File: src/design/mbprr_pkg.sv
// Shared codes and controller/datapath interface types for the buffer pool and ready ring.
package mbprr_pkg;

    // Request codes
    localparam logic [1:0] ACT_ALLOC = 2'd0;
    localparam logic [1:0] ACT_FREE  = 2'd1;
    localparam logic [1:0] ACT_PUT   = 2'd2;
    localparam logic [1:0] ACT_GET   = 2'd3;

    // Handle kinds
    localparam logic [1:0] KIND_NULL = 2'd0;
    localparam logic [1:0] KIND_POOL = 2'd1;

    // Result status codes
    localparam logic [2:0] ST_OK          = 3'd0;
    localparam logic [2:0] ST_NO_FREE     = 3'd1;
    localparam logic [2:0] ST_WRONG_STATE = 3'd2;
    localparam logic [2:0] ST_WRONG_PARAM = 3'd3;
    localparam logic [2:0] ST_NO_READY    = 3'd4;

    localparam logic [7:0] GUARD_VALUE = 8'hDD;

    // Controller to datapath
    typedef struct packed {
        logic       capture;
        logic       set_status;
        logic [2:0] status_code;
        logic       do_free;
        logic       do_bad;
        logic       scan_step;
        logic       load_out;
    } cmd_t;

    // Datapath to controller
    typedef struct packed {
        logic [1:0] action;
        logic       kind_null;
        logic       pool;
        logic       full;
        logic       hit;
        logic       last;
    } stat_t;

endpackage

File: src/design/message_buffer_pool_and_ready_ring.sv
// Top level of the message buffer pool allocator with its ready ring.
//
// One request word is taken at a time. Free requests, null or foreign puts and
// allocations with every buffer busy go from accept to decode and then, once the
// output register is free, load it. Allocate, pool puts and gets walk the busy
// flags or the ready ring one slot per cycle from their rotating pointer,
// visiting 1 to BUFFERS slots before the output register is loaded. The result
// word sits in an output register, so the next request is taken while an
// earlier result still waits on m_axis_tready. Busy flags and ready-slot valid
// bits are flip-flops cleared by reset, so no clearing pass is needed; the ring
// index store is a plain memory read only through a valid slot.
module message_buffer_pool_and_ready_ring #(
    parameter int BUFFERS = 16
) (
    input  logic        aclk,
    input  logic        aresetn,

    input  logic        s_axis_tvalid,
    output logic        s_axis_tready,
    input  logic [15:0] s_axis_tdata,   // buffer_index[3:0], guard_byte[11:4], zero[15:12]
    input  logic [3:0]  s_axis_tuser,   // action[1:0], handle_kind[3:2]

    output logic        m_axis_tvalid,
    input  logic        m_axis_tready,
    output logic [47:0] m_axis_tdata,   // result_index[3:0], in_use_count[8:4],
                                        // overrun_count[24:9], bad_handle_count[40:25],
                                        // zero[47:41]
    output logic [2:0]  m_axis_tuser    // status[2:0]
);

    mbprr_pkg::cmd_t  cmd;
    mbprr_pkg::stat_t stat;

    logic [2:0]  out_status;
    logic [3:0]  out_result;
    logic [4:0]  out_in_use;
    logic [15:0] out_overrun;
    logic [15:0] out_bad;

    // Sequencer: accept, decode, scan, deliver
    mbprr_ctrl u_ctrl (
        .aclk    (aclk),
        .aresetn (aresetn),
        .s_valid (s_axis_tvalid),
        .s_ready (s_axis_tready),
        .m_valid (m_axis_tvalid),
        .m_ready (m_axis_tready),
        .stat    (stat),
        .cmd     (cmd)
    );

    // Pool state, ring, counters and the output word
    mbprr_dpath #(
        .BUFFERS (BUFFERS)
    ) u_dpath (
        .aclk        (aclk),
        .aresetn     (aresetn),
        .in_action   (s_axis_tuser[1:0]),
        .in_kind     (s_axis_tuser[3:2]),
        .in_index    (s_axis_tdata[3:0]),
        .in_guard    (s_axis_tdata[11:4]),
        .cmd         (cmd),
        .stat        (stat),
        .out_status  (out_status),
        .out_result  (out_result),
        .out_in_use  (out_in_use),
        .out_overrun (out_overrun),
        .out_bad     (out_bad)
    );

    // Pack the result word, highest field first
    assign m_axis_tdata = {7'd0, out_bad, out_overrun, out_in_use, out_result};
    assign m_axis_tuser = out_status;

endmodule

File: src/design/mbprr_ctrl.sv
// Request sequencer for the buffer pool and ready ring.
module mbprr_ctrl (
    input  logic              aclk,
    input  logic              aresetn,
    input  logic              s_valid,
    output logic              s_ready,
    output logic              m_valid,
    input  logic              m_ready,
    input  mbprr_pkg::stat_t  stat,
    output mbprr_pkg::cmd_t   cmd
);

    localparam logic [1:0] S_IDLE   = 2'd0;
    localparam logic [1:0] S_EXEC   = 2'd1;
    localparam logic [1:0] S_SCAN   = 2'd2;
    localparam logic [1:0] S_FINISH = 2'd3;

    logic [1:0] state_reg, state_next;
    logic       m_valid_reg, m_valid_next;
    logic       out_free;

    assign out_free = !m_valid_reg || m_ready;
    assign s_ready  = (state_reg == S_IDLE);
    assign m_valid  = m_valid_reg;

    always_comb begin
        state_next      = state_reg;
        cmd             = '0;
        cmd.status_code = mbprr_pkg::ST_OK;
        case (state_reg)
            S_IDLE: begin
                if (s_valid) begin
                    cmd.capture = 1'b1;
                    state_next  = S_EXEC;
                end
            end
            S_EXEC: begin
                cmd.set_status = 1'b1;
                state_next     = S_FINISH;
                case (stat.action)
                    mbprr_pkg::ACT_ALLOC: begin
                        if (stat.full) begin
                            cmd.status_code = mbprr_pkg::ST_NO_FREE;
                        end else begin
                            state_next = S_SCAN;
                        end
                    end
                    mbprr_pkg::ACT_FREE: begin
                        if (stat.kind_null) begin
                            cmd.status_code = mbprr_pkg::ST_WRONG_STATE;
                        end else begin
                            cmd.do_free = 1'b1;
                            if (!stat.pool) begin
                                cmd.status_code = mbprr_pkg::ST_WRONG_STATE;
                            end
                        end
                    end
                    mbprr_pkg::ACT_PUT: begin
                        if (stat.kind_null) begin
                            cmd.status_code = mbprr_pkg::ST_WRONG_PARAM;
                        end else if (!stat.pool) begin
                            cmd.do_bad = 1'b1;
                        end else begin
                            state_next = S_SCAN;
                        end
                    end
                    default: begin
                        state_next = S_SCAN;
                    end
                endcase
            end
            S_SCAN: begin
                cmd.scan_step = 1'b1;
                if (stat.hit) begin
                    state_next = S_FINISH;
                end else if (stat.last) begin
                    cmd.set_status  = 1'b1;
                    cmd.status_code = (stat.action == mbprr_pkg::ACT_GET) ?
                                      mbprr_pkg::ST_NO_READY : mbprr_pkg::ST_WRONG_STATE;
                    state_next      = S_FINISH;
                end
            end
            S_FINISH: begin
                // Hold until the output register can take the word
                if (out_free) begin
                    cmd.load_out = 1'b1;
                    state_next   = S_IDLE;
                end
            end
            default: begin
                state_next = S_IDLE;
            end
        endcase
    end

    always_comb begin
        m_valid_next = m_valid_reg;
        if (cmd.load_out) begin
            m_valid_next = 1'b1;
        end else if (m_ready) begin
            m_valid_next = 1'b0;
        end
    end

    always_ff @(posedge aclk) begin
        if (!aresetn) begin
            state_reg   <= S_IDLE;
            m_valid_reg <= 1'b0;
        end else begin
            state_reg   <= state_next;
            m_valid_reg <= m_valid_next;
        end
    end

endmodule

File: src/design/mbprr_dpath.sv
// Busy flags, ready ring, pointers, counters and output word for the buffer pool.
module mbprr_dpath #(
    parameter int BUFFERS = 16
) (
    input  logic              aclk,
    input  logic              aresetn,
    input  logic [1:0]        in_action,
    input  logic [1:0]        in_kind,
    input  logic [3:0]        in_index,
    input  logic [7:0]        in_guard,
    input  mbprr_pkg::cmd_t   cmd,
    output mbprr_pkg::stat_t  stat,
    output logic [2:0]        out_status,
    output logic [3:0]        out_result,
    output logic [4:0]        out_in_use,
    output logic [15:0]       out_overrun,
    output logic [15:0]       out_bad
);

    localparam int PW = $clog2(BUFFERS);
    localparam int CW = $clog2(BUFFERS + 1);
    localparam int IW = (PW > 4) ? PW : 4;
    localparam int TW = (CW > 5) ? CW : 5;
    localparam logic [PW-1:0] LAST_POS = PW'(BUFFERS - 1);

    // Captured request
    logic [1:0] action_reg;
    logic [1:0] kind_reg;
    logic [3:0] idx_reg;
    logic [7:0] guard_reg;

    // Working state
    logic           busy_reg [BUFFERS];
    logic           busy_next [BUFFERS];
    logic           rvalid_reg [BUFFERS];
    logic           rvalid_next [BUFFERS];
    logic [3:0]     rmem [BUFFERS];
    logic [3:0]     rd_data_reg;
    logic [PW-1:0]  ap_reg, ap_next;
    logic [PW-1:0]  ip_reg, ip_next;
    logic [PW-1:0]  op_reg, op_next;
    logic [PW-1:0]  cnt_reg, cnt_next;
    logic [CW-1:0]  total_reg, total_next;
    logic [15:0]    overrun_reg, overrun_next;
    logic [15:0]    bad_reg, bad_next;
    logic [2:0]     status_reg, status_next;
    logic [3:0]     result_reg, result_next;
    logic           from_mem_reg, from_mem_next;

    logic [IW-1:0]  idx_wide;
    logic [IW-1:0]  ap_wide;
    logic [TW-1:0]  total_wide;
    logic [PW-1:0]  idx_pos;
    logic           pool;
    logic           hit;
    logic           put_write;

    assign idx_wide   = IW'(idx_reg);
    assign idx_pos    = idx_wide[PW-1:0];
    assign ap_wide    = IW'(ap_reg);
    assign total_wide = TW'(total_reg);
    assign pool       = (kind_reg == mbprr_pkg::KIND_POOL) && (32'(idx_reg) < BUFFERS);

    always_comb begin
        case (action_reg)
            mbprr_pkg::ACT_ALLOC: hit = !busy_reg[ap_reg];
            mbprr_pkg::ACT_PUT:   hit = !rvalid_reg[ip_reg];
            mbprr_pkg::ACT_GET:   hit = rvalid_reg[op_reg];
            default:              hit = 1'b0;
        endcase
    end

    assign stat.action    = action_reg;
    assign stat.kind_null = (kind_reg == mbprr_pkg::KIND_NULL);
    assign stat.pool      = pool;
    assign stat.full      = (total_reg >= CW'(BUFFERS));
    assign stat.hit       = hit;
    assign stat.last      = (cnt_reg == LAST_POS);

    assign put_write = cmd.scan_step && hit && (action_reg == mbprr_pkg::ACT_PUT);

    always_comb begin
        busy_next     = busy_reg;
        rvalid_next   = rvalid_reg;
        ap_next       = ap_reg;
        ip_next       = ip_reg;
        op_next       = op_reg;
        cnt_next      = cnt_reg;
        total_next    = total_reg;
        overrun_next  = overrun_reg;
        bad_next      = bad_reg;
        status_next   = status_reg;
        result_next   = result_reg;
        from_mem_next = from_mem_reg;

        if (cmd.capture) begin
            cnt_next      = '0;
            result_next   = '0;
            from_mem_next = 1'b0;
        end
        if (cmd.set_status) begin
            status_next = cmd.status_code;
        end
        if (cmd.do_free) begin
            if (guard_reg != mbprr_pkg::GUARD_VALUE) begin
                overrun_next = overrun_reg + 16'd1;
            end
            // Freeing a free buffer leaves the count alone
            if (pool && busy_reg[idx_pos]) begin
                busy_next[idx_pos] = 1'b0;
                if (total_reg != '0) begin
                    total_next = total_reg - CW'(1);
                end
            end
        end
        if (cmd.do_bad) begin
            bad_next = bad_reg + 16'd1;
        end
        if (cmd.scan_step) begin
            if (hit) begin
                case (action_reg)
                    mbprr_pkg::ACT_ALLOC: begin
                        busy_next[ap_reg] = 1'b1;
                        total_next        = total_reg + CW'(1);
                        result_next       = ap_wide[3:0];
                    end
                    mbprr_pkg::ACT_PUT: begin
                        rvalid_next[ip_reg] = 1'b1;
                    end
                    mbprr_pkg::ACT_GET: begin
                        rvalid_next[op_reg] = 1'b0;
                        from_mem_next       = 1'b1;
                    end
                    default: begin
                    end
                endcase
            end else begin
                // Advance the active pointer; after a full lap it is back at its start
                cnt_next = cnt_reg + PW'(1);
                case (action_reg)
                    mbprr_pkg::ACT_ALLOC:
                        ap_next = (ap_reg == LAST_POS) ? '0 : ap_reg + PW'(1);
                    mbprr_pkg::ACT_PUT:
                        ip_next = (ip_reg == LAST_POS) ? '0 : ip_reg + PW'(1);
                    mbprr_pkg::ACT_GET:
                        op_next = (op_reg == LAST_POS) ? '0 : op_reg + PW'(1);
                    default: begin
                    end
                endcase
            end
        end
    end

    always_ff @(posedge aclk) begin
        if (!aresetn) begin
            for (int i = 0; i < BUFFERS; i++) begin
                busy_reg[i]   <= 1'b0;
                rvalid_reg[i] <= 1'b0;
            end
            ap_reg       <= '0;
            ip_reg       <= '0;
            op_reg       <= '0;
            cnt_reg      <= '0;
            total_reg    <= '0;
            overrun_reg  <= '0;
            bad_reg      <= '0;
            status_reg   <= mbprr_pkg::ST_OK;
            result_reg   <= '0;
            from_mem_reg <= 1'b0;
        end else begin
            busy_reg     <= busy_next;
            rvalid_reg   <= rvalid_next;
            ap_reg       <= ap_next;
            ip_reg       <= ip_next;
            op_reg       <= op_next;
            cnt_reg      <= cnt_next;
            total_reg    <= total_next;
            overrun_reg  <= overrun_next;
            bad_reg      <= bad_next;
            status_reg   <= status_next;
            result_reg   <= result_next;
            from_mem_reg <= from_mem_next;
        end
    end

    // Request capture
    always_ff @(posedge aclk) begin
        if (cmd.capture) begin
            action_reg <= in_action;
            kind_reg   <= in_kind;
            idx_reg    <= in_index;
            guard_reg  <= in_guard;
        end
    end

    // Ready ring index store; read follows the get pointer
    always_ff @(posedge aclk) begin
        if (put_write) begin
            rmem[ip_reg] <= idx_reg;
        end
        rd_data_reg <= rmem[op_reg];
    end

    // Output word
    always_ff @(posedge aclk) begin
        if (cmd.load_out) begin
            out_status  <= status_reg;
            out_result  <= from_mem_reg ? rd_data_reg : result_reg;
            out_in_use  <= total_wide[4:0];
            out_overrun <= overrun_reg;
            out_bad     <= bad_reg;
        end
    end

endmodule
File: config.mk
export PLATFORM = sky130hd
export DESIGN_NAME = message_buffer_pool_and_ready_ring
export DESIGN_NICKNAME = d
export VERILOG_FILES = /design/src/design/mbprr_pkg.sv /design/src/design/message_buffer_pool_and_ready_ring.sv /design/src/design/mbprr_ctrl.sv /design/src/design/mbprr_dpath.sv
export SDC_FILE = /design/constraint.sdc
export NUM_CORES = 1
export LEC_CHECK = 0
export BUFFER_PORTS_ARGS = -buffer_cell sky130_fd_sc_hd__buf_2
export CORE_MARGIN = 1
export CORE_UTILIZATION = 31
export CTS_CLUSTER_DIAMETER = 50
export DETAILED_ROUTE_END_ITERATION = 8
export HOLD_SLACK_MARGIN = 0.15
export PLACE_DENSITY = 0.44
export SLEW_MARGIN = 20
export SYNTH_ARGS = -nofsm -noshare
export SYNTH_HDL_FRONTEND = slang
export SYNTH_HIERARCHICAL = 1
export SYNTH_SLANG_ARGS = --single-unit
File: constraint.sdc
create_clock -name aclk -period 6 [get_ports aclk]
set_clock_uncertainty 0.1 [all_clocks]
set_input_delay 0.6 -clock aclk [delete_from_list [all_inputs] [get_ports aclk]]
set_output_delay 0.6 -clock aclk [all_outputs]
set_load 0.005 [all_outputs]
==> results_tabular.tex, run 1 <==
\begin{tabular}{lr}
\hline
Metric & Value \\
\hline
\multicolumn{2}{l}{\textbf{Drt}} \\
\quad Avg Vias per Cell & slightly below 5 \\
\quad Iteration-0 DRC Markers & approximately 400 \\
\quad Number of DRC violations after detailed routing & 0 \\
\quad Routed length per placed instance & roughly 17 um \\
\quad Vias & 6392 \\
\quad Total iterations of the first detailed-routing run & 5 \\
\quad Post-route ant nets & 0 \\
\quad Routed Wire Length & $\sim$23000 um \\
\multicolumn{2}{l}{\textbf{Finish}} \\
\quad Flip-flop count of the largest register after layout & 64 \\
\quad Layout net count & about 930 \\
\quad Antenna Cells & 0 \\
\quad Most flop-heavy register & u\_dpath/rmem \\
\quad Area overhead of the layout relative to synthesis & 17.8\% \\
\quad Share of final-layout standard cells stronger than drive strength 1 & 18.8\% \\
\multicolumn{2}{l}{\textbf{Critical path}} \\
\quad Register-to-register setup slack & about 2.5 ns \\
\quad Most common cell on crit path & sky130\_fd\_sc\_hd\_\_mux2i\_1 \\
\quad Critical path depth & 10 \\
\quad Kind of critical path & flop to flop \\
\quad CP Launch Type & flop \\
\quad Gate family responsible for the most delay along the worst path & simple AND/OR/NAND/NOR gates \\
\quad Highest cell delay on the worst timing path & 0.75 ns \\
\quad Data arrival, critical path & 3.83 ns \\
\quad Ordered list of cells on the worst path & mux2i\_1 > mux4\_2 > a22oi\_4 > nand2\_4 > nor2\_4 > inv\_1 > nand4b\_1 > nand2\_1 > mux2i\_1 > nor2\_1 \\
\quad Kind of end point of the critical path & flop \\
\quad Worst reg2reg path depth & 10 \\
\quad Critical-path top delay cell & sky130\_fd\_sc\_hd\_\_dfxtp\_1 \\
\quad Crit Path Max Fanout & 21 \\
\quad Data required time at the worst endpoint & between 6 and 7 ns \\
\quad Startpoint of the worst register-to-register path & u\_dpath/ip\_reg[1]\$\_SDFFE\_PN0P\_ \\
\quad End of the worst register-to-register path & u\_dpath/status\_reg[1]\$\_SDFFE\_PN0P\_ \\
\quad Number of buffers and inverters on the critical path & 1 \\
\multicolumn{2}{l}{\textbf{Synthesis}} \\
\quad Number of register bits inferred by synthesis & roughly 220 \\
\quad Mean area per synthesized cell & about 12 um2 \\
\quad Cell types with the largest area share after synthesis & sky130\_fd\_sc\_hd\_\_edfxtp\_1 38\%, sky130\_fd\_sc\_hd\_\_dfxtp\_1 20\%, sky130\_fd\_sc\_hd\_\_mux4\_2 6.1\% \\
\quad Top post-synthesis cells by count & 124 x sky130\_fd\_sc\_hd\_\_edfxtp\_1, 100 x sky130\_fd\_sc\_hd\_\_dfxtp\_1, 63 x sky130\_fd\_sc\_hd\_\_nand2\_1, 63 x sky130\_fd\_sc\_hd\_\_nor2\_1, 40 x sky130\_fd\_sc\_hd\_\_mux2i\_1 \\
\quad Share of synthesized area occupied by flip-flops and latches & between 50\% and 60\% \\
\quad Dominant cell by count in the synthesized netlist & sky130\_fd\_sc\_hd\_\_edfxtp\_1 \\
\quad Synth Flop Type & sky130\_fd\_sc\_hd\_\_edfxtp\_1 \\
\quad Gate Count Post-Synth & 809 \\
\quad Library cells used by synthesis & 73 \\
\quad Synth warn & 6 \\
\quad Fraction of registers with async set or reset after synthesis & 0\% \\
\quad Post-synth EDFFs & between 100 and 150 \\
\quad Library cell with the largest summed area after synthesis & sky130\_fd\_sc\_hd\_\_edfxtp\_1 \\
\quad Portion of synthesized cell area occupied by the leading cell type & 37.5\% \\
\quad Post-synthesis instance area & roughly 9900 um2 \\
\multicolumn{2}{l}{\textbf{GRT}} \\
\quad Number of global-route vias before repair & roughly 6300 \\
\quad Congestion Overflow GR & 0 \\
\quad Wire length of the first global-routing pass & approximately 36000 um \\
\quad Routing usage on met2 & approximately 22\% \\
\quad Layer with the highest usage & met2 \\
\quad Initial antenna violation count & 0 \\
\quad Met3 Usage GRT & under 10\% \\
\quad Largest net degree at the start of global routing & 58 \\
\quad Overall track demand over capacity in global routing & between 10\% and 20\% \\
\quad Met1 Usage GRT & between 20\% and 30\% \\
\multicolumn{2}{l}{\textbf{Floorplan}} \\
\quad Total I/O pin count & between 70 and 80 \\
\quad Die area & 32700 um2 \\
\quad Starting density of the core & between 30\% and 40\% \\
\quad Number of rows in the core area & 65 \\
\quad Die height & around 180 um \\
\quad Width of the chip & 181 um \\
\quad Total core area & about 32000 um2 \\
\multicolumn{2}{l}{\textbf{Hold path}} \\
\quad End of the worst hold path & u\_ctrl/m\_valid\$\_SDFFE\_PN0P\_ \\
\quad Origin of the worst min-delay path & m\_axis\_tready \\
\quad Depth of the worst hold-timing path & 3 \\
\quad Hold WC Path Type & primary input to flop \\
\multicolumn{2}{l}{\textbf{Timing}} \\
\quad Worst relative slew slack & 32.9\% \\
\quad Final min period & $\sim$3.5 ns \\
\quad Accumulated negative setup slack & 0 ns \\
\quad Maximum clock rate & 284 MHz \\
\quad Setup-failing EPs final & 0 \\
\quad Final Hold Fails & 0 \\
\quad Final hold slack & approximately 0.3 ns \\
\quad Period Utilization, post-route & slightly below 60\% \\
\quad Worst slew pin tran & about 1 ns \\
\quad Setup repair after global routing missed its margin & no \\
\quad Final slew viol count & 0 \\
\multicolumn{2}{l}{\textbf{Clocking}} \\
\quad Clock-pin slew of the registers on the worst-case setup and hold paths & approximately 0.06 ns \\
\quad CTS H-Tree Depth & 1 \\
\quad Maximum root-to-sink buffer count & 3 \\
\quad CTS tree & done \\
\quad CTS Buf Count & 31 \\
\quad \# clock sinks & approximately 220 \\
\quad CTS Root Cell & sky130\_fd\_sc\_hd\_\_clkbuf\_16 \\
\quad Clock network latency to the later pin of the worst-skew pair & between 0.5 and 0.6 ns \\
\multicolumn{2}{l}{\textbf{Place}} \\
\quad Post-detailed-placement half-perimeter wirelength & $\sim$15000 um \\
\quad Number of I/O port buffers & 65 \\
\quad Placer congestion estimate & about 0.76 \\
\multicolumn{2}{l}{\textbf{Power and ir drop}} \\
\quad Peak supply drop & 198 uV \\
\quad PwrDens & between 300 and 400 nW/um2 \\
\quad Static leakage & between 4 and 5 nW \\
\multicolumn{2}{l}{\textbf{Outcome}} \\
\quad Result of the run & complete, no violations \\
\multicolumn{2}{l}{\textbf{Flow run}} \\
\quad Max capacitance violation total & 0 \\
\hline
\end{tabular}
## routing by layer
| metal | share of wire (%) | up-vias |
|---|---|---|
| met4 | 2.1 | 0 |
| li1 | - | 3120 |
| met5 | 0 | - |
| met3 | 4.7 | 35 |
| met1 | 50 | 3084 |
| met2 | 44 | 153 |
## report_power, final
part	switching (mW)	total [mW]	internal (mW)
combinational	0.242	0.381	0.138
clock	0.670	1.77	1.10
sequential	0.0876	1.82	1.73
total	0.999	3.96	2.96
## kinds of logic (layout without fill, tap and decap cells)
logic type	count (synthesis)	in the layout	share of synthesized area, %
flip-flops	224	224	57.7
AO/OA/AOI/OAI	118	118	8.03
AND/OR/NAND/NOR	264	264	13.9
adder cells (fa/ha/maj)	22	22	2.77
multiplexers	72	72	10.7
XOR/XNOR	32	32	2.82
other	1	7	0.0378
buffers and inverters	76	171	3.98
## stage by stage
stage          cells  total power, mW  utilization [%]  area [um2]  setup WS, ns
2_1_floorplan    815             2.09                -        9950          3.11
3_3_place_gp    1238             2.22             33.3       10500          2.50
3_5_place_dp    1238             2.22             33.3       10500          2.47
4_1_cts         1312             4.02             37.0       11700          2.45
5_1_grt         1312             4.14             37.0       11700          2.20
6_report        1312             3.96             37.0       11700          2.48
## how the worst max path moves through the flow
stage / start / to
after detailed placement: u_dpath/ip_reg[1]$_SDFFE_PN0P_ / u_dpath/status_reg[2]$_SDFFE_PN0P_
after CTS: u_dpath/ip_reg[1]$_SDFFE_PN0P_ / u_dpath/status_reg[2]$_SDFFE_PN0P_
after global placement: u_dpath/ip_reg[1]$_SDFFE_PN0P_ / u_dpath/status_reg[2]$_SDFFE_PN0P_
after floorplan: u_dpath/ap_reg[1]$_SDFFE_PN0P_ / u_dpath/status_reg[2]$_SDFFE_PN0P_
after global routing: u_dpath/ip_reg[1]$_SDFFE_PN0P_ / u_dpath/status_reg[1]$_SDFFE_PN0P_
final: u_dpath/ip_reg[1]$_SDFFE_PN0P_ / u_dpath/status_reg[1]$_SDFFE_PN0P_
## cell usage in the layout, fill, tap and decap left out, types with 12 or more instances in the layout
cell type and instances:
sky130_fd_sc_hd__mux4_2 27, sky130_fd_sc_hd__a21oi_1 27, sky130_fd_sc_hd__ha_1 22, sky130_fd_sc_hd__xor2_1 18
sky130_fd_sc_hd__and2_1 20, sky130_fd_sc_hd__o21ai_0 34, sky130_fd_sc_hd__nor2_1 63, sky130_fd_sc_hd__nand2_1 63
sky130_fd_sc_hd__nand3_1 27, sky130_fd_sc_hd__mux2i_1 40, sky130_fd_sc_hd__clkbuf_16 32, sky130_fd_sc_hd__dfxtp_1 99
sky130_fd_sc_hd__xnor2_1 14, sky130_fd_sc_hd__inv_1 26, sky130_fd_sc_hd__edfxtp_1 124, sky130_fd_sc_hd__buf_2 65
sky130_fd_sc_hd__dlygate4sd3_1 16, sky130_fd_sc_hd__clkbuf_1 12
## area by class of cell
type	count	area [um2]
Fill cell	3081	19900
Sequential cell	224	5730
Multi-Input combinational cell	515	3830
Clock buffer	46	873
Timing Repair Buffer	86	523
Tap cell	402	503
Clock inverter	12	134
Inverter	27	101
## worst reg2reg max path, cell delays in order, from the launching register on
cell and delay, ns:
sky130_fd_sc_hd__dfxtp_1 0.75, sky130_fd_sc_hd__mux2i_1 0.21, sky130_fd_sc_hd__mux4_2 0.56, sky130_fd_sc_hd__a22oi_4 0.27
sky130_fd_sc_hd__nand2_4 0.18, sky130_fd_sc_hd__nor2_4 0.46, sky130_fd_sc_hd__inv_1 0.13, sky130_fd_sc_hd__nand4b_1 0.26
sky130_fd_sc_hd__nand2_1 0.21, sky130_fd_sc_hd__mux2i_1 0.21, sky130_fd_sc_hd__nor2_1 0.05
## what timing repair did
item                                   CTS  global route
setup buffers                            0             0
endpoints found under the hold margin   16             0
hold buffers                            16             0
resized for setup                        0             0
Power figures use the tool's default switching activity.
==> run 2, diff against run 1 <==
==> constraint.sdc (replaced) <==
create_clock -name aclk -period 3.7 [get_ports aclk]
set_clock_uncertainty 0.1 [all_clocks]
set_input_delay 0.37 -clock aclk [delete_from_list [all_inputs] [get_ports aclk]]
set_output_delay 0.37 -clock aclk [all_outputs]
set_load 0.005 [all_outputs]
==> results_tabular.tex, run 2 (synthesized netlist as in run 1, its figures left out) <==
\begin{tabular}{lr}
\hline
Metric & Value \\
\hline
\multicolumn{2}{l}{\textbf{Timing}} \\
\quad Period Utilization, post-route & 90.6\% (+32 points) \\
\quad Worst relative slew slack & 39.4\% (+6.5 points) \\
\quad Setup-failing EPs final & 0 (unchanged) \\
\quad Worst slew pin tran & 0.909 ns (-0.0978 ns) \\
\quad Final Hold Fails & 0 (unchanged) \\
\quad Final slew viol count & 0 (unchanged) \\
\quad Maximum clock rate & 298 MHz (+5.2\%) \\
\quad Setup repair after global routing missed its margin & no \\
\quad Final hold slack & 0.221 ns (-0.0741 ns) \\
\quad Accumulated negative setup slack & 0 ns (unchanged) \\
\quad Final min period & 3.35 ns (-0.173 ns) \\
\quad Worst setup slack after layout & 0.350 ns (-2.13 ns) \\
\multicolumn{2}{l}{\textbf{Clocking}} \\
\quad Hold buffers post-CTS & 18 (+2) \\
\quad CTS Buf Count & 30 (-3.2\%) \\
\quad CTS Root Cell & sky130\_fd\_sc\_hd\_\_clkbuf\_16 \\
\quad Count of instances resized after the clock tree is built & 0 (unchanged) \\
\quad CTS tree & done \\
\quad Number of post-CTS setup repair buffers & 0 (unchanged) \\
\quad Clock network latency to the later pin of the worst-skew pair & 0.56 ns (about the same) \\
\quad Maximum root-to-sink buffer count & 3 (unchanged) \\
\quad \# clock sinks & 224 (unchanged) \\
\quad Clock-pin slew of the registers on the worst-case setup and hold paths & 0.06 ns (about the same) \\
\quad CTS H-Tree Depth & 1 (unchanged) \\
\multicolumn{2}{l}{\textbf{Hold path}} \\
\quad Hold WC Path Type & primary input to flop \\
\quad Depth of the worst hold-timing path & 4 (+1) \\
\quad Origin of the worst min-delay path & s\_axis\_tvalid \\
\quad End of the worst hold path & u\_ctrl/state\_reg[0]\$\_SDFFE\_PN0P\_ \\
\multicolumn{2}{l}{\textbf{Finish}} \\
\quad Leading cell type in the layout, fill and taps excluded & sky130\_fd\_sc\_hd\_\_edfxtp\_1 \\
\quad Post-layout instance count excluding filler cells & 1325 (+0.99\%) \\
\quad Number of fill cells & 3106 (+0.81\%) \\
\quad Most flop-heavy register & u\_dpath/rmem \\
\quad Combined area of the multi-input logic cells & 3830 um2 (unchanged) \\
\quad Area overhead of the layout relative to synthesis & 19.3\% \\
\quad Post-layout instance area & 11800 um2 (+1.3\%) \\
\quad Antenna Cells & 0 (unchanged) \\
\quad Layout net count & 945 (+1.5\%) \\
\quad Share of final-layout standard cells stronger than drive strength 1 & 20.6\% (+1.8 points) \\
\quad Final core utilization & 37.5\% (+0.48 points) \\
\quad Most frequent cells in the layout & 124 x sky130\_fd\_sc\_hd\_\_edfxtp\_1, 100 x sky130\_fd\_sc\_hd\_\_dfxtp\_1, 65 x sky130\_fd\_sc\_hd\_\_buf\_2, 63 x sky130\_fd\_sc\_hd\_\_nand2\_1, 63 x sky130\_fd\_sc\_hd\_\_nor2\_1 \\
\quad Flip-flop and latch area & 5730 um2 (about the same) \\
\quad Flip-flop count of the largest register after layout & 64 (unchanged) \\
\multicolumn{2}{l}{\textbf{Place}} \\
\quad Placer congestion estimate & 0.784 (+3.0\%) \\
\quad Post-detailed-placement half-perimeter wirelength & 15300 um (+4.3\%) \\
\quad Placed instance count & 1251 (+1.1\%) \\
\quad DP Worst Slack & 0.362 ns (-2.10 ns) \\
\quad Number of I/O port buffers & 65 (unchanged) \\
\quad Total placed instance area & 10600 um2 (+0.92\%) \\
\multicolumn{2}{l}{\textbf{GRT}} \\
\quad Overall track demand over capacity in global routing & 14.0\% (-0.13 points) \\
\quad Initial antenna violation count & 0 (unchanged) \\
\quad Largest net degree at the start of global routing & 51 (-12\%) \\
\quad Number of global-route vias before repair & 6364 (+1.5\%) \\
\quad Wire length of the first global-routing pass & 36200 um (-0.89\%) \\
\quad Congestion Overflow GR & 0 (unchanged) \\
\multicolumn{2}{l}{\textbf{Critical path}} \\
\quad Kind of end point of the critical path & flop \\
\quad Data required time at the worst endpoint & 4.02 ns (-2.29 ns) \\
\quad End of the worst register-to-register path & u\_dpath/status\_reg[0]\$\_SDFFE\_PN0P\_ \\
\quad Startpoint of the worst register-to-register path & u\_dpath/ip\_reg[1]\$\_SDFFE\_PN0P\_ \\
\quad Data arrival, critical path & 3.67 ns (-0.16 ns) \\
\quad Crit Path Max Fanout & 21 (unchanged) \\
\quad Worst reg2reg path depth & 10 (unchanged) \\
\quad CP Launch Type & flop \\
\quad Register-to-register setup slack & 0.35 ns (-2.13 ns) \\
\quad Kind of critical path & flop to flop \\
\multicolumn{2}{l}{\textbf{Power and ir drop}} \\
\quad Peak supply drop & 330 uV (+66\%) \\
\quad P\_sw & 1.68 mW (+68\%) \\
\quad Fraction of power consumed by the clock network & 44.9\% (+0.3 points) \\
\quad Static leakage & 4.10 nW (+1.9\%) \\
\quad Combinational share of power & 10.2\% (+0.6 points) \\
\quad PwrDens & 548 nW/um2 (+62\%) \\
\quad Net Sw Frac & 25.9\% (+0.70 points) \\
\quad Overall Power & 6.49 mW (+64\%) \\
\quad Internal Dissipation & 4.81 mW (+62\%) \\
\quad Register share of total power & 44.9\% (-0.9 points) \\
\multicolumn{2}{l}{\textbf{Drt}} \\
\quad Iteration-0 DRC Markers & 343 (-17\%) \\
\quad Met1 wire length & 11000 um (-2.2\%) \\
\quad Avg Vias per Cell & 4.86 (-0.25\%) \\
\quad Routed Wire Length & 22600 um (-0.40\%) \\
\quad Routed length per placed instance & 17.1 um (-1.4\%) \\
\quad Top routing layer used & met4 \\
\quad Total iterations of the first detailed-routing run & 4 (-1) \\
\quad Number of DRC violations after detailed routing & 0 (unchanged) \\
\quad Met3 Wirelength & 1000 um (-6.2\%) \\
\quad Post-route ant nets & 0 (unchanged) \\
\quad Length of routed met2 wiring & 10100 um (+2.2\%) \\
\quad Vias & 6439 (+0.74\%) \\
\multicolumn{2}{l}{\textbf{Outcome}} \\
\quad Result of the run & complete, no violations \\
\multicolumn{2}{l}{\textbf{Floorplan}} \\
\quad Number of rows in the core area & 65 (unchanged) \\
\quad Width of the chip & 181 um (unchanged) \\
\quad Die height & 181 um (unchanged) \\
\quad Total core area & 31600 um2 (unchanged) \\
\quad Starting density of the core & 31.5\% (unchanged) \\
\quad Die area & 32700 um2 (unchanged) \\
\quad Total I/O pin count & 77 (unchanged) \\
\multicolumn{2}{l}{\textbf{Flow run}} \\
\quad Max capacitance violation total & 0 (unchanged) \\
\hline
\end{tabular}
[run 2: cell count changes in the layout (fill, tap and decap cells not counted), sizes merged]
cell         before  now
clkbuf           46   33
clkinvlp          1    5
dlygate4sd3      16   18
inv              31   32
clkinv            5   10
bufinv            2    3
buf              70   83
[run 2: per-layer routing]
layer | vias to the layer above | GRT usage (%)
met3 | 35 | 2.36
met2 | 157 | 21.7
met1 | 3103 | 19.9
met4 | 0 | 4.03
met5 | - | 0
li1 | 3144 | -
[run 2: power by group through the flow]
stage          combinational [mW]  sequential, mW  clock [mW]
4_1_cts                     0.673            2.92        3.01
5_1_grt                     0.734            2.93        3.12
3_5_place_dp                0.656            2.97           0
6_report                    0.664            2.91        2.92
2_1_floorplan               0.465            2.92           0
3_3_place_gp                0.656            2.97           0
[run 2: how the worst max path moves through the flow]
stage                                                    end                      startpoint  slack, ns
after floorplan           u_dpath/status_reg[2]$_SDFFE_PN0P_  u_dpath/ap_reg[1]$_SDFFE_PN0P_       0.81
after global placement    u_dpath/status_reg[0]$_SDFFE_PN0P_  u_dpath/ip_reg[1]$_SDFFE_PN0P_       0.38
after detailed placement  u_dpath/status_reg[1]$_SDFFE_PN0P_  u_dpath/ip_reg[1]$_SDFFE_PN0P_       0.36
after CTS                 u_dpath/status_reg[1]$_SDFFE_PN0P_  u_dpath/ip_reg[1]$_SDFFE_PN0P_       0.33
after global routing           u_dpath/rmem[11][0]$_DFFE_PP_  u_dpath/op_reg[1]$_SDFFE_PN0P_       0.14
final                     u_dpath/status_reg[0]$_SDFFE_PN0P_  u_dpath/ip_reg[1]$_SDFFE_PN0P_       0.35
[run 2: worst max-delay path: stages (launching register included)]
cell and delay, ns:
sky130_fd_sc_hd__dfxtp_1 0.75, sky130_fd_sc_hd__mux2i_1 0.17, sky130_fd_sc_hd__mux4_2 0.54, sky130_fd_sc_hd__a32oi_4 0.29, sky130_fd_sc_hd__nand2_4 0.09, sky130_fd_sc_hd__nor2_4 0.43, sky130_fd_sc_hd__inv_1 0.10, sky130_fd_sc_hd__nand4b_1 0.26
sky130_fd_sc_hd__nand2_1 0.22, sky130_fd_sc_hd__mux2i_1 0.20, sky130_fd_sc_hd__nor2_1 0.05
[run 2: final cells by class]
cell class | count | share of cell area (%)
sequential | 224 | 48.4
multi-input combinational | 515 | 32.3
clock buffer | 33 | 6.60
timing repair buffer | 101 | 5.41
tap | 402 | 4.25
clock inverter | 23 | 2.19
inverter | 27 | 0.856
==> run 3, diff against run 2 <==
--- a/config.mk
+++ b/config.mk
@@ -7,11 +7,11 @@
 export LEC_CHECK = 0
 export BUFFER_PORTS_ARGS = -buffer_cell sky130_fd_sc_hd__buf_2
 export CORE_MARGIN = 1
-export CORE_UTILIZATION = 31
+export CORE_UTILIZATION = 38
 export CTS_CLUSTER_DIAMETER = 50
 export DETAILED_ROUTE_END_ITERATION = 8
 export HOLD_SLACK_MARGIN = 0.15
-export PLACE_DENSITY = 0.44
+export PLACE_DENSITY = 0.52
 export SLEW_MARGIN = 20
 export SYNTH_ARGS = -nofsm -noshare
 export SYNTH_HDL_FRONTEND = slang
==> constraint.sdc (replaced) <==
create_clock -name aclk -period 4.2 [get_ports aclk]
set_clock_uncertainty 0.1 [all_clocks]
set_input_delay 0.42 -clock aclk [delete_from_list [all_inputs] [get_ports aclk]]
set_output_delay 0.42 -clock aclk [all_outputs]
set_load 0.005 [all_outputs]
==> results_tabular.tex, run 3 (synthesized netlist as in run 1, its figures left out) <==
\begin{tabular}{lr}
\hline
Metric & Value \\
\hline
\multicolumn{2}{l}{\textbf{Clocking}} \\
\quad CTS Root Cell & sky130\_fd\_sc\_hd\_\_clkbuf\_16 \\
\quad CTS Buf Count & 29 (-3.3\%) \\
\quad CTS tree & done \\
\quad CTS H-Tree Depth & 1 (unchanged) \\
\quad Clock network latency to the later pin of the worst-skew pair & 0.55 ns (about the same) \\
\quad Clock-pin slew of the registers on the worst-case setup and hold paths & 0.06 ns (about the same) \\
\quad Count of instances resized after the clock tree is built & 0 (unchanged) \\
\quad Maximum root-to-sink buffer count & 3 (unchanged) \\
\quad \# clock sinks & 224 (unchanged) \\
\multicolumn{2}{l}{\textbf{Hold path}} \\
\quad Depth of the worst hold-timing path & 4 (unchanged) \\
\quad Hold WC Path Type & primary input to flop \\
\quad End of the worst hold path & u\_ctrl/state\_reg[0]\$\_SDFFE\_PN0P\_ \\
\quad Origin of the worst min-delay path & s\_axis\_tvalid \\
\multicolumn{2}{l}{\textbf{Finish}} \\
\quad Layout net count & 934 (-1.2\%) \\
\quad Most frequent cells in the layout & 124 x sky130\_fd\_sc\_hd\_\_edfxtp\_1, 100 x sky130\_fd\_sc\_hd\_\_dfxtp\_1, 65 x sky130\_fd\_sc\_hd\_\_buf\_2, 63 x sky130\_fd\_sc\_hd\_\_nand2\_1, 63 x sky130\_fd\_sc\_hd\_\_nor2\_1 \\
\quad Final core utilization & 45.5\% (+8.0 points) \\
\quad Post-layout instance count excluding filler cells & 1242 (-6.3\%) \\
\quad Most flop-heavy register & u\_dpath/rmem \\
\quad Flip-flop count of the largest register after layout & 64 (unchanged) \\
\quad Leading cell type in the layout, fill and taps excluded & sky130\_fd\_sc\_hd\_\_edfxtp\_1 \\
\quad Share of final-layout standard cells stronger than drive strength 1 & 19.0\% (-1.6 points) \\
\quad Number of fill cells & 2338 (-25\%) \\
\quad Area overhead of the layout relative to synthesis & 16.5\% \\
\multicolumn{2}{l}{\textbf{Critical path}} \\
\quad Gate family responsible for the most delay along the worst path & simple AND/OR/NAND/NOR gates \\
\quad Kind of critical path & flop to flop \\
\quad Critical path depth & 10 (unchanged) \\
\quad Kind of end point of the critical path & flop \\
\quad End of the worst register-to-register path & u\_dpath/status\_reg[2]\$\_SDFFE\_PN0P\_ \\
\quad Highest cell delay on the worst timing path & 0.72 ns (-0.03 ns) \\
\quad Number of buffers and inverters on the critical path & 1 (unchanged) \\
\quad Data arrival, critical path & 3.77 ns (+0.10 ns) \\
\quad Worst reg2reg path depth & 10 (unchanged) \\
\quad Most common cell on crit path & sky130\_fd\_sc\_hd\_\_mux2i\_1 \\
\quad Ordered list of cells on the worst path & mux2i\_1 > mux4\_2 > a32oi\_4 > nand2\_4 > nor2\_4 > inv\_1 > nand4b\_1 > nand2\_1 > mux2i\_1 > nor2\_1 \\
\quad Critical-path top delay cell & sky130\_fd\_sc\_hd\_\_dfxtp\_1 \\
\quad Data required time at the worst endpoint & 4.52 ns (+0.50 ns) \\
\quad Register-to-register setup slack & 0.75 ns (+0.40 ns) \\
\quad Startpoint of the worst register-to-register path & u\_dpath/ap\_reg[1]\$\_SDFFE\_PN0P\_ \\
\quad Crit Path Max Fanout & 21 (unchanged) \\
\quad CP Launch Type & flop \\
\multicolumn{2}{l}{\textbf{Floorplan}} \\
\quad Die area & 26800 um2 (-18\%) \\
\quad Width of the chip & 164 um (-9.6\%) \\
\quad Starting density of the core & 39.1\% (+7.6 points) \\
\quad Total core area & 25400 um2 (-20\%) \\
\quad Die height & 164 um (-9.6\%) \\
\quad Total I/O pin count & 77 (unchanged) \\
\quad Number of rows in the core area & 58 (-11\%) \\
\multicolumn{2}{l}{\textbf{Timing}} \\
\quad Worst setup slack after layout & 0.749 ns (+0.400 ns) \\
\quad Worst slew pin tran & 0.850 ns (-0.0597 ns) \\
\quad Period Utilization, post-route & 82.2\% (-8.4 points) \\
\quad Setup-failing EPs final & 0 (unchanged) \\
\quad Worst relative slew slack & 43.4\% (+4.0 points) \\
\quad Accumulated negative setup slack & 0 ns (unchanged) \\
\quad Setup repair after global routing missed its margin & no \\
\quad Final slew viol count & 0 (unchanged) \\
\quad Final min period & 3.45 ns (+0.100 ns) \\
\quad Final Hold Fails & 0 (unchanged) \\
\quad Maximum clock rate & 290 MHz (-2.9\%) \\
\multicolumn{2}{l}{\textbf{GRT}} \\
\quad Overall track demand over capacity in global routing & 15.8\% (+1.9 points) \\
\quad Largest net degree at the start of global routing & 52 (+2.0\%) \\
\quad Initial antenna violation count & 0 (unchanged) \\
\quad Number of global-route vias before repair & 6175 (-3.0\%) \\
\quad Congestion Overflow GR & 0 (unchanged) \\
\quad Wire length of the first global-routing pass & 33500 um (-7.3\%) \\
\multicolumn{2}{l}{\textbf{Place}} \\
\quad Number of I/O port buffers & 65 (unchanged) \\
\quad Post-detailed-placement half-perimeter wirelength & 13900 um (-8.8\%) \\
\quad Placed instance count & 1170 (-6.5\%) \\
\quad Placer congestion estimate & 0.800 (+2.1\%) \\
\quad DP Worst Slack & 0.762 ns (+0.399 ns) \\
\multicolumn{2}{l}{\textbf{Drt}} \\
\quad Met1 wire length & 9700 um (-12\%) \\
\quad Iteration-0 DRC Markers & 350 (+2.0\%) \\
\quad Avg Vias per Cell & 5.10 (+4.8\%) \\
\quad Routed Wire Length & 20900 um (-7.5\%) \\
\quad Total iterations of the first detailed-routing run & 5 (+1) \\
\quad Top routing layer used & met4 \\
\quad Routed length per placed instance & 16.9 um (-1.3\%) \\
\quad Post-route ant nets & 0 (unchanged) \\
\quad Met3 Wirelength & 744 um (-26\%) \\
\quad Number of DRC violations after detailed routing & 0 (unchanged) \\
\quad Vias & 6328 (-1.7\%) \\
\quad Length of routed met2 wiring & 10000 um (-1.1\%) \\
\multicolumn{2}{l}{\textbf{Power and ir drop}} \\
\quad Peak supply drop & 265 uV (-19\%) \\
\quad Overall Power & 5.47 mW (-16\%) \\
\quad Static leakage & 4.00 nW (-2.4\%) \\
\quad PwrDens & 473 nW/um2 (-14\%) \\
\multicolumn{2}{l}{\textbf{Outcome}} \\
\quad Result of the run & complete, no violations \\
\multicolumn{2}{l}{\textbf{Flow run}} \\
\quad Max capacitance violation total & 0 (unchanged) \\
\hline
\end{tabular}
[run 3: worst max path at each step]
stage	start	end	slack (ns)
5_1_grt	u_dpath/ap_reg[1]$_SDFFE_PN0P_	u_dpath/status_reg[2]$_SDFFE_PN0P_	0.49
6_report	u_dpath/ap_reg[1]$_SDFFE_PN0P_	u_dpath/status_reg[2]$_SDFFE_PN0P_	0.75
3_3_place_gp	u_dpath/ip_reg[1]$_SDFFE_PN0P_	u_dpath/status_reg[0]$_SDFFE_PN0P_	0.78
3_5_place_dp	u_dpath/ip_reg[1]$_SDFFE_PN0P_	u_dpath/status_reg[2]$_SDFFE_PN0P_	0.76
4_1_cts	u_dpath/ip_reg[1]$_SDFFE_PN0P_	u_dpath/status_reg[2]$_SDFFE_PN0P_	0.77
2_1_floorplan	u_dpath/ap_reg[1]$_SDFFE_PN0P_	u_dpath/status_reg[2]$_SDFFE_PN0P_	1.31
[run 3: layout make-up]
class	count	area, um2	area share, %
flip-flops and latches	224	5730	49.5
multi-input cells	515	3830	33.2
clock buffers	33	751	6.49
repair buffers	91	563	4.87
well taps	330	413	3.57
clock inverters	21	175	1.51
inverters	27	101	0.876
diodes	1	2.50	0.0216
[run 3: stage by stage]
step                      hold WS (ns)  area (um2)
after global routing             0.313       11600
after CTS                        0.256       11600
after floorplan                  0.308        9950
final                            0.275       11600
after global placement           0.335       10500
after detailed placement         0.330       10500
[run 3: what timing repair did]
item	in CTS	in global routing
hold buffers	17	0
buffers inserted	0	0
hold endpoints to repair	17	0
[run 3: routing by layer]
metal | up-vias | global-route usage, %
met5 | - | 0
li1 | 3135 | -
met3 | 31 | 2.03
met2 | 134 | 26.8
met1 | 3028 | 21.3
met4 | 0 | 4.29
[run 3: report_power, final]
part           total, mW  internal, mW  leakage [nW]  switching, mW
Clock               2.35          1.37         0.441          0.982
Sequential          2.56          2.46          1.95         0.0976
Combinational      0.562         0.204          1.60          0.358
Total               5.47          4.04          4.00           1.44
[run 3: worst register-to-register path: cells and delay by family (launching register included)]
kind	cells	cell delay (ns)
and+or+nand+nor	5	1.16
muxes	3	0.90
DFF	1	0.72
AOI/OAI and AO/OA	1	0.31
buffers and inverters	1	0.12
